$ cat config.mk
export PLATFORM = sky130hd
export DESIGN_NAME = totient_range_sum
export DESIGN_NICKNAME = d
export VERILOG_FILES = /design/src/rtl/trs_pkg.sv /design/src/rtl/trs_div.sv /design/src/rtl/trs_datapath.sv /design/src/rtl/trs_ctrl.sv /design/src/rtl/totient_range_sum.sv
export VERILOG_INCLUDE_DIRS = /design/src /design/src/rtl
export SDC_FILE = /design/constraint.sdc
export NUM_CORES = 1
export LEC_CHECK = 0
export BUFFER_PORTS_ARGS = -buffer_cell sky130_fd_sc_hd__clkbuf_2
export CAP_MARGIN = 20
export CORE_ASPECT_RATIO = 2
export CORE_MARGIN = 5
export CORE_UTILIZATION = 63
export DETAILED_ROUTE_END_ITERATION = 12
export PLACE_DENSITY_LB_ADDON = 0.3
export SYNTH_ARGS = -nofsm -noshare
export SYNTH_HDL_FRONTEND = slang
export SYNTH_SLANG_ARGS = --single-unit
$ cat constraint.sdc
create_clock -name clk -period 4.88 [get_ports clk]
set_clock_uncertainty 0.05 [all_clocks]
set_input_delay 0.976 -clock clk [delete_from_list [all_inputs] [get_ports clk]]
set_output_delay 0.976 -clock clk [all_outputs]
set_load 0.005 [all_outputs]
$ cat src/rtl/assert_macros.svh
// ----------------------------------------------------------------------------
// Assertion macros
// Shared concurrent assertion macros for the totient range sum block.
// ----------------------------------------------------------------------------
// Both macros expect a signal named clk, and TRS_ASSERT also one named rst, in the module that uses them.
`ifndef ASSERT_MACROS_SVH
`define ASSERT_MACROS_SVH
`ifndef SYNTHESIS
// Checked at every clock edge outside of reset.
`define TRS_ASSERT(label, prop) \
  label: assert property (@(posedge clk) disable iff (rst) prop) \
    else $error("Assertion failed.");
// Checked at every clock edge, reset included.
`define TRS_ASSERT_ALWAYS(label, prop) \
  label: assert property (@(posedge clk) prop) \
    else $error("Assertion failed.");
`else
`define TRS_ASSERT(label, prop)
`define TRS_ASSERT_ALWAYS(label, prop)
`endif
`endif

$ cat src/rtl/trs_pkg.sv
// ----------------------------------------------------------------------------
// Totient range sum package
// Shared constants, divider operand codes and controller/datapath structs.
// ----------------------------------------------------------------------------
`default_nettype none

package trs_pkg;

  // Result width and saturation limit of the running sum.
  localparam int unsigned SUM_W = 31;
  localparam logic [SUM_W-1:0] SUM_MAX = 31'h7FFF_FFFF;

  // Operand pairs the shared divider can be launched on.
  typedef enum logic [1:0] {
    DIV_M_BY_P = 2'd0,  // remaining cofactor by trial divisor
    DIV_R_BY_P = 2'd1,  // partial totient by found prime
    DIV_R_BY_M = 2'd2   // partial totient by leftover large prime
  } div_sel_t;

  // Commands from the controller to the datapath.
  typedef struct packed {
    logic     load_item;  // latch bounds, clear sum
    logic     init_n;     // m = n, res = n, p = 2, flag cleared
    logic     zero_res;   // n below two contributes nothing
    logic     div_start;  // launch the divider
    div_sel_t div_sel;    // divider operands
    logic     take_m;     // m = quotient, mark prime found
    logic     sub_res;    // res = res - quotient
    logic     clr_flag;   // prime handled
    logic     step_p;     // next trial divisor
    logic     acc;        // add res into the saturating sum
    logic     step_n;     // next n of the range
    logic     out_load;   // move sum into the output register
  } trs_cmd_t;

  // Status from the datapath to the controller.
  typedef struct packed {
    logic range_empty;  // lower bound above upper bound at the inputs
    logic n_lt2;        // current n is zero or one
    logic n_last;       // current n equals the upper bound
    logic psq_gt_m;     // trial divisor squared exceeds cofactor
    logic m_gt1;        // a large prime factor is left over
    logic div_done;     // divider result is ready this cycle
    logic rem_zero;     // divider remainder is zero
    logic flag;         // current trial divisor divides n
    logic out_free;     // output register can take a result
  } trs_status_t;

endpackage

`default_nettype wire

$ cat src/rtl/trs_div.sv
// ----------------------------------------------------------------------------
// Iterative divider
// Restoring unsigned divider, one quotient bit per cycle.
// ----------------------------------------------------------------------------
`default_nettype none
`include "assert_macros.svh"

module trs_div #(
  parameter int unsigned NUM_BITS = 16
) (
  input  logic                clk,
  input  logic                rst,
  input  logic                start,
  input  logic [NUM_BITS-1:0] dividend,
  input  logic [NUM_BITS-1:0] divisor,
  output logic                busy,
  output logic                done,
  output logic [NUM_BITS-1:0] quotient,
  output logic [NUM_BITS-1:0] remainder
);

  localparam int unsigned CNT_W = $clog2(NUM_BITS);

  logic [NUM_BITS-1:0] rem_r;
  logic [NUM_BITS-1:0] quo_r;
  logic [NUM_BITS-1:0] div_r;
  logic [CNT_W-1:0]    cnt;
  logic [NUM_BITS:0]   shifted;
  logic [NUM_BITS:0]   diff;

  // Shift in the next dividend bit and try a subtraction.
  always_comb begin
    shifted = {rem_r, quo_r[NUM_BITS-1]};
    diff    = shifted - {1'b0, div_r};
  end

  // Control: busy while the quotient bits are formed, then a one-cycle done pulse.
  always_ff @(posedge clk) begin
    if (rst) begin
      busy <= 1'b0;
      done <= 1'b0;
      cnt  <= '0;
    end else begin
      done <= 1'b0;
      if (start) begin
        busy <= 1'b1;
        cnt  <= CNT_W'(NUM_BITS - 1);
      end else if (busy) begin
        cnt <= cnt - 1'b1;
        if (cnt == '0) begin
          busy <= 1'b0;
          done <= 1'b1;
        end
      end
    end
  end

  // Datapath: partial remainder and quotient shift register.
  always_ff @(posedge clk) begin
    if (start) begin
      rem_r <= '0;
      quo_r <= dividend;
      div_r <= divisor;
    end else if (busy) begin
      if (!diff[NUM_BITS]) begin
        rem_r <= diff[NUM_BITS-1:0];
        quo_r <= {quo_r[NUM_BITS-2:0], 1'b1};
      end else begin
        rem_r <= shifted[NUM_BITS-1:0];
        quo_r <= {quo_r[NUM_BITS-2:0], 1'b0};
      end
    end
  end

  assign quotient  = quo_r;
  assign remainder = rem_r;

  `TRS_ASSERT(a_no_restart_while_busy, start |-> !busy)
  `TRS_ASSERT(a_start_runs, start |=> busy && !done)
  `TRS_ASSERT_ALWAYS(a_reset_idles, rst |=> !busy && !done)

endmodule

`default_nettype wire

$ cat src/rtl/trs_datapath.sv
// ----------------------------------------------------------------------------
// Totient range sum datapath
// Range counter, trial division registers, shared divider and the sum.
// ----------------------------------------------------------------------------
`default_nettype none
`include "assert_macros.svh"

module trs_datapath #(
  parameter int unsigned NUM_BITS = 16
) (
  input  logic                     clk,
  input  logic                     rst,
  input  trs_pkg::trs_cmd_t        cmd,
  output trs_pkg::trs_status_t     status,
  input  logic [NUM_BITS-1:0]      lower_bound,
  input  logic [NUM_BITS-1:0]      upper_bound,
  input  logic                     out_stall,
  output logic                     out_valid,
  output logic [trs_pkg::SUM_W-1:0] totient_sum
);
  import trs_pkg::*;

  localparam int unsigned PSQ_W = 2 * NUM_BITS + 1;
  localparam int unsigned ACC_W = ((NUM_BITS > SUM_W) ? NUM_BITS : SUM_W) + 1;

  logic [NUM_BITS-1:0] n;
  logic [NUM_BITS-1:0] hi;
  logic [NUM_BITS-1:0] m;
  logic [NUM_BITS-1:0] res;
  logic [NUM_BITS-1:0] p;
  logic [PSQ_W-1:0]    psq;
  logic                flag;
  logic [SUM_W-1:0]    sum;
  logic [ACC_W-1:0]    sum_add;

  logic [NUM_BITS-1:0] div_a;
  logic [NUM_BITS-1:0] div_b;
  logic                div_busy;
  logic                div_done;
  logic [NUM_BITS-1:0] div_q;
  logic [NUM_BITS-1:0] div_r;

  // Divider operand selection.
  always_comb begin
    unique case (cmd.div_sel)
      DIV_M_BY_P: begin
        div_a = m;
        div_b = p;
      end
      DIV_R_BY_P: begin
        div_a = res;
        div_b = p;
      end
      DIV_R_BY_M: begin
        div_a = res;
        div_b = m;
      end
      default: begin
        div_a = m;
        div_b = p;
      end
    endcase
  end

  trs_div #(
    .NUM_BITS(NUM_BITS)
  ) u_div (
    .clk      (clk),
    .rst      (rst),
    .start    (cmd.div_start),
    .dividend (div_a),
    .divisor  (div_b),
    .busy     (div_busy),
    .done     (div_done),
    .quotient (div_q),
    .remainder(div_r)
  );

  // Saturating sum update.
  assign sum_add = ACC_W'(sum) + ACC_W'(res);

  // Range counter, factoring registers and running sum.
  always_ff @(posedge clk) begin
    if (cmd.load_item) begin
      n   <= lower_bound;
      hi  <= upper_bound;
      sum <= '0;
    end
    if (cmd.init_n) begin
      m   <= n;
      res <= n;
      p   <= NUM_BITS'(2);
      psq <= PSQ_W'(4);
    end
    if (cmd.zero_res) begin
      res <= '0;
    end
    if (cmd.take_m) begin
      m <= div_q;
    end
    if (cmd.sub_res) begin
      res <= res - div_q;
    end
    if (cmd.step_p) begin
      p   <= p + 1'b1;
      psq <= psq + PSQ_W'({p, 1'b1});
    end
    if (cmd.acc) begin
      sum <= (sum_add > ACC_W'(SUM_MAX)) ? SUM_MAX : sum_add[SUM_W-1:0];
    end
    if (cmd.step_n) begin
      n <= n + 1'b1;
    end
  end

  // Prime-found flag for the current trial divisor.
  always_ff @(posedge clk) begin
    if (rst) begin
      flag <= 1'b0;
    end else if (cmd.init_n || cmd.clr_flag) begin
      flag <= 1'b0;
    end else if (cmd.take_m) begin
      flag <= 1'b1;
    end
  end

  // Output register: holds a result until the transaction completes.
  always_ff @(posedge clk) begin
    if (rst) begin
      out_valid <= 1'b0;
    end else if (cmd.out_load) begin
      out_valid <= 1'b1;
    end else if (!out_stall) begin
      out_valid <= 1'b0;
    end
  end

  always_ff @(posedge clk) begin
    if (cmd.out_load) begin
      totient_sum <= sum;
    end
  end

  // Status back to the controller.
  always_comb begin
    status.range_empty = lower_bound > upper_bound;
    status.n_lt2       = n < NUM_BITS'(2);
    status.n_last      = n == hi;
    status.psq_gt_m    = psq > PSQ_W'(m);
    status.m_gt1       = m > NUM_BITS'(1);
    status.div_done    = div_done;
    status.rem_zero    = div_r == '0;
    status.flag        = flag;
    status.out_free    = !out_valid || !out_stall;
  end

  `TRS_ASSERT(a_cofactor_exact, cmd.take_m |-> div_done && div_r == '0)
  `TRS_ASSERT(a_res_no_underflow, cmd.sub_res |-> div_done && div_q <= res)
  `TRS_ASSERT(a_out_no_overwrite, cmd.out_load |-> !out_valid || !out_stall)
  `TRS_ASSERT(a_div_idle_at_start, cmd.div_start |-> !div_busy)

endmodule

`default_nettype wire

$ cat src/rtl/trs_ctrl.sv
// ----------------------------------------------------------------------------
// Totient range sum controller
// Sequences range stepping, trial division and result delivery.
// ----------------------------------------------------------------------------
`default_nettype none

module trs_ctrl (
  input  logic                 clk,
  input  logic                 rst,
  input  logic                 in_valid,
  output logic                 in_stall,
  input  trs_pkg::trs_status_t status,
  output trs_pkg::trs_cmd_t    cmd
);
  import trs_pkg::*;

  typedef enum logic [8:0] {
    ST_IDLE    = 9'b000000001,
    ST_NEXT    = 9'b000000010,
    ST_TEST    = 9'b000000100,
    ST_WAIT_M  = 9'b000001000,
    ST_REDIV_M = 9'b000010000,
    ST_WAIT_R  = 9'b000100000,
    ST_WAIT_F  = 9'b001000000,
    ST_ACC     = 9'b010000000,
    ST_DONE    = 9'b100000000
  } state_t;

  state_t state;
  state_t state_next;

  assign in_stall = state != ST_IDLE;

  // Next state and datapath commands.
  always_comb begin
    state_next = state;
    cmd        = '0;
    cmd.div_sel = DIV_M_BY_P;
    unique case (state)
      ST_IDLE: begin
        if (in_valid) begin
          cmd.load_item = 1'b1;
          state_next = status.range_empty ? ST_DONE : ST_NEXT;
        end
      end
      ST_NEXT: begin
        if (status.n_lt2) begin
          cmd.zero_res = 1'b1;
          state_next = ST_ACC;
        end else begin
          cmd.init_n = 1'b1;
          state_next = ST_TEST;
        end
      end
      ST_TEST: begin
        if (!status.psq_gt_m) begin
          cmd.div_start = 1'b1;
          cmd.div_sel   = DIV_M_BY_P;
          state_next = ST_WAIT_M;
        end else if (status.m_gt1) begin
          cmd.div_start = 1'b1;
          cmd.div_sel   = DIV_R_BY_M;
          state_next = ST_WAIT_F;
        end else begin
          state_next = ST_ACC;
        end
      end
      ST_WAIT_M: begin
        if (status.div_done) begin
          if (status.rem_zero) begin
            cmd.take_m = 1'b1;
            state_next = ST_REDIV_M;
          end else if (status.flag) begin
            cmd.div_start = 1'b1;
            cmd.div_sel   = DIV_R_BY_P;
            state_next = ST_WAIT_R;
          end else begin
            cmd.step_p = 1'b1;
            state_next = ST_TEST;
          end
        end
      end
      ST_REDIV_M: begin
        // Divide the reduced cofactor by the same prime again.
        cmd.div_start = 1'b1;
        cmd.div_sel   = DIV_M_BY_P;
        state_next = ST_WAIT_M;
      end
      ST_WAIT_R: begin
        if (status.div_done) begin
          cmd.sub_res  = 1'b1;
          cmd.clr_flag = 1'b1;
          cmd.step_p   = 1'b1;
          state_next = ST_TEST;
        end
      end
      ST_WAIT_F: begin
        if (status.div_done) begin
          cmd.sub_res = 1'b1;
          state_next = ST_ACC;
        end
      end
      ST_ACC: begin
        cmd.acc = 1'b1;
        if (status.n_last) begin
          state_next = ST_DONE;
        end else begin
          cmd.step_n = 1'b1;
          state_next = ST_NEXT;
        end
      end
      ST_DONE: begin
        if (status.out_free) begin
          cmd.out_load = 1'b1;
          state_next = ST_IDLE;
        end
      end
      default: begin
        state_next = ST_IDLE;
      end
    endcase
  end

  always_ff @(posedge clk) begin
    if (rst) begin
      state <= ST_IDLE;
    end else begin
      state <= state_next;
    end
  end

endmodule

`default_nettype wire

$ cat src/rtl/totient_range_sum.sv
// ----------------------------------------------------------------------------
// Totient range sum
// Sum of Euler totients over an inclusive range, by trial-division factoring.
// ----------------------------------------------------------------------------
// Channel  Direction  Handshake            Payload
// input    in         in_valid / in_stall  lower_bound, upper_bound
// output   out        out_valid / out_stall totient_sum
//
// One range is processed at a time. Each n of two or more takes one division
// per trial divisor tried, another each time a prime divides it, and one per
// distinct prime to scale the partial totient; the shared iterative divider
// does them all, one quotient bit per cycle. Every n also passes through range
// stepping and accumulation. An empty range skips straight to the result.
// No clearing pass follows reset. A finished result waits in the output register,
// and the next transaction is taken while it waits.
`default_nettype none

module totient_range_sum #(
  parameter int unsigned NUM_BITS = 16
) (
  input  logic                      clk,
  input  logic                      rst,
  input  logic                      in_valid,
  output logic                      in_stall,
  input  logic [NUM_BITS-1:0]       lower_bound,
  input  logic [NUM_BITS-1:0]       upper_bound,
  output logic                      out_valid,
  input  logic                      out_stall,
  output logic [trs_pkg::SUM_W-1:0] totient_sum
);
  import trs_pkg::*;

  trs_cmd_t    cmd;
  trs_status_t status;

  trs_ctrl u_ctrl (
    .clk     (clk),
    .rst     (rst),
    .in_valid(in_valid),
    .in_stall(in_stall),
    .status  (status),
    .cmd     (cmd)
  );

  trs_datapath #(
    .NUM_BITS(NUM_BITS)
  ) u_datapath (
    .clk        (clk),
    .rst        (rst),
    .cmd        (cmd),
    .status     (status),
    .lower_bound(lower_bound),
    .upper_bound(upper_bound),
    .out_stall  (out_stall),
    .out_valid  (out_valid),
    .totient_sum(totient_sum)
  );

endmodule

`default_nettype wire
==> metrics.txt <==
top routing layer in use met4; Clk pin slew, worst setup/hold paths 0.07 ns; fin. max-slew vios 0; core area 23,100 um2; Core Rows 79; Total Neg Setup Slack 0 ns; Worst setup SP type register; Area Overhead vs Synth 8.87%; Final Cycle Share 0.788; DRT iter0 DRCs 754; GRT overflow 0; Ant. Diodes 0; register area 6880 um2; CP max FO 16; gr usage total 0.272; Vias per Instance 6.43; post_cts resized 0; cell area after synthesis 14,600 um2; syn avg cell area 10.2 um2; Fill cells 1,822; #FFs+latches synth 240; Crit path arrival time 4.03 ns; layout cells sized above 1 0.0990; Buffers on Ports 68; Final Hold Fails 0; Nets 1,630; post-layout util 0.690; Max-Cap Viols 0; Max H-tree Level 1; DR WL/cell 20.6 um; number of global-route vias before repair 11.8k; top-area cell type share of the netlist area 0.424; CTS Buffer Depth 3; postcts setup bufs 0; # DRC 0; non-filler cells, final 1,788; setup violators final 0; maximum vdd drop 0.000478 V; first-pass GRT wire length 58.5 mm; Syn Nets 1,576; Setup WS pre-CTS 1.10 ns; CP endpoint kind register; DR vias 11.5k; Cell Count Post-Placement 1,747; Post-synth EDFFs 207; TritonRoute pass-1 iters 5; Num Clock Sinks 240; Synth Flop Type edfxtp_1; initial antenna violation count 0; Max Freq 0.260 GHz; Yosys cell types 77; HP Class register to register; CP max stage cell ha_1; num ports 69; initial core utilization 0.633; cell leakage power 6.34 nW; CTS tree done; placed cell areas 15,200 um2; Rel. slew slack 0.326; Seq/Total Area, Yosys 0.469; Die X 118 um; Synth area leaders edfxtp_1, ha_1, dfxtp_1, a21oi_1, xor2_1; Multi-input gate area 7240 um2; CTS Buf Count 22; setup ws final 1.04 ns; antenna viol nets, final 0; worst-path cell chain nor4_1 > nand4_1 > nor4_2 > nor4b_2 > a21o_1 > nor2_1 > and2_1 > ha_1 > mux2i_1 > a21oi_1; Ys Warns 0; WL met3 1.44 mm; Syn Inst Count 1,437; metal2 WL 20.1 mm; largest net degree at the start of global routing 50; GP Congestion 0.942; critical setup path kind register to register; Largest stage delay, worst path 0.85 ns; WP data required 5.07 ns; Total Wirelength 36.9 mm; Die Ht 226 um; post-synth top area cell edfxtp_1; status finished, final reports clean; hold_buf cts 0; Root Driver clkbuf_16; Design Power 6.79 mW; RSZ-0062 raised after global routing false; power density over the cells 426 nW/um2; FFs w/ async S/R, synth 0; clock latency on the worst-skew pair 0.53 ns; Final min period 3.84 ns; cell area after layout 15,900 um2; dpl hpwl 27.3 mm; Worst Tran Pin Value 1.01 ns; full die area 26,600 um2; Hold WS 0.415 ns; M1 WL 12.3 mm
-- worst max-delay path: cells and delay by family, from the launching register on --
kind | cells | cell delay [ns]
fa+ha+maj | 1 | 0.85
compound gates | 2 | 0.38
simple gates | 6 | 1.51
flops | 1 | 0.42
mux | 1 | 0.34
-- cell usage after synthesis, types with 3 or more instances --
cell type	n
edfxtp_1	207
a21oi_1	111
nor2_1	110
nand2_1	108
ha_1	99
o21ai_0	99
inv_1	94
xor2_1	60
xnor2_1	47
nand3_1	45
clkbuf_1	38
nor3_1	36
dfxtp_1	33
mux2i_1	30
a21o_1	21
nand4_1	20
nor4_1	20
and3_1	18
nand2b_1	18
a211oi_1	15
mux2_2	15
nor2b_1	15
o21a_1	12
o21ai_1	12
or3_1	12
nor3b_1	11
a31oi_1	10
and2_1	8
a311oi_1	7
buf_2	7
nand4b_1	7
o31ai_1	7
o21bai_1	6
and4_1	5
nand3b_1	5
o211ai_1	5
or2_2	5
a2111oi_0	4
fa_1	4
and3b_1	3
nor4b_2	3
o22ai_1	3
o31a_1	3
-- logic make-up (layout without fill, tap and decap cells) --
logic type / count (synthesis) / after routing / share of synthesized area
AO/OA/AOI/OAI: 343 / 343 / 0.146
XOR/XNOR: 107 / 107 / 0.0640
adder cells (fa/ha/maj): 103 / 103 / 0.0900
buffers and inverters: 143 / 211 / 0.0383
flip-flops: 240 / 240 / 0.469
multiplexers: 47 / 47 / 0.0346
AND/OR/NAND/NOR: 454 / 454 / 0.158
-- sequential cells by signal (all words and copies together) (netlist names), 16 cells and up --
| register | count |
|---|---|
| u_datapath.n | 16 |
| u_datapath.p | 16 |
| u_datapath.hi | 16 |
| u_datapath.res | 16 |
| u_datapath.m | 16 |
| u_datapath.u_div.quotient | 16 |
| u_datapath.totient_sum | 31 |
| u_datapath.psq | 33 |
| u_datapath.u_div.div_r | 16 |
| u_datapath.sum | 31 |
| u_datapath.u_div.remainder | 16 |
-- power by group --
part	internal, mW	total [mW]	switching (mW)
Combinational	0.868	2.09	1.22
Clock	0.935	1.71	0.780
Sequential	2.62	2.98	0.363
-- layer usage --
layer,track usage,up-vias
met4,0.197,0
met5,0,-
met3,0.0336,162
li1,-,5390
met1,0.259,5551
met2,0.524,395
-- worst paths after layout --
path | from | slack [ns] | cells after the start | endpoint
worst min register to register | u_datapath.sum[0] | 0.41 | 0 | u_datapath.totient_sum[0]
worst max register to register | u_datapath.psq[20] | 1.04 | 10 | u_datapath.u_div.quotient[1]
worst min-delay path | u_datapath.sum[0] | 0.41 | 0 | u_datapath.totient_sum[0]
worst max-delay path | u_datapath.psq[20] | 1.04 | 10 | u_datapath.u_div.quotient[1]
-- cell type report --
type	instances	area share
Timing Repair Buffer	79	0.0275
Tap cell	283	0.0222
Multi-Input combinational cell	1054	0.454
Clock inverter	7	0.00416
Clock buffer	31	0.0386
Sequential cell	240	0.431
Inverter	94	0.0221
-- cell usage in the layout (no fill, tap or decap), types with 15 or more instances in the layout --
master / n
nor2b_1: 15
a211oi_1: 15
nor3_1: 36
o21ai_0: 99
edfxtp_1: 207
dfxtp_1: 33
clkbuf_16: 23
a21oi_1: 110
nand4_1: 20
mux2_2: 15
ha_1: 99
nand3_1: 45
a21o_1: 21
xnor2_1: 47
mux2i_1: 30
nor4_1: 20
inv_1: 94
nor2_1: 110
nand2b_1: 18
clkbuf_2: 68
nand2_1: 107
xor2_1: 60
and3_1: 18
Note: power is estimated with default switching activity, not from simulation.
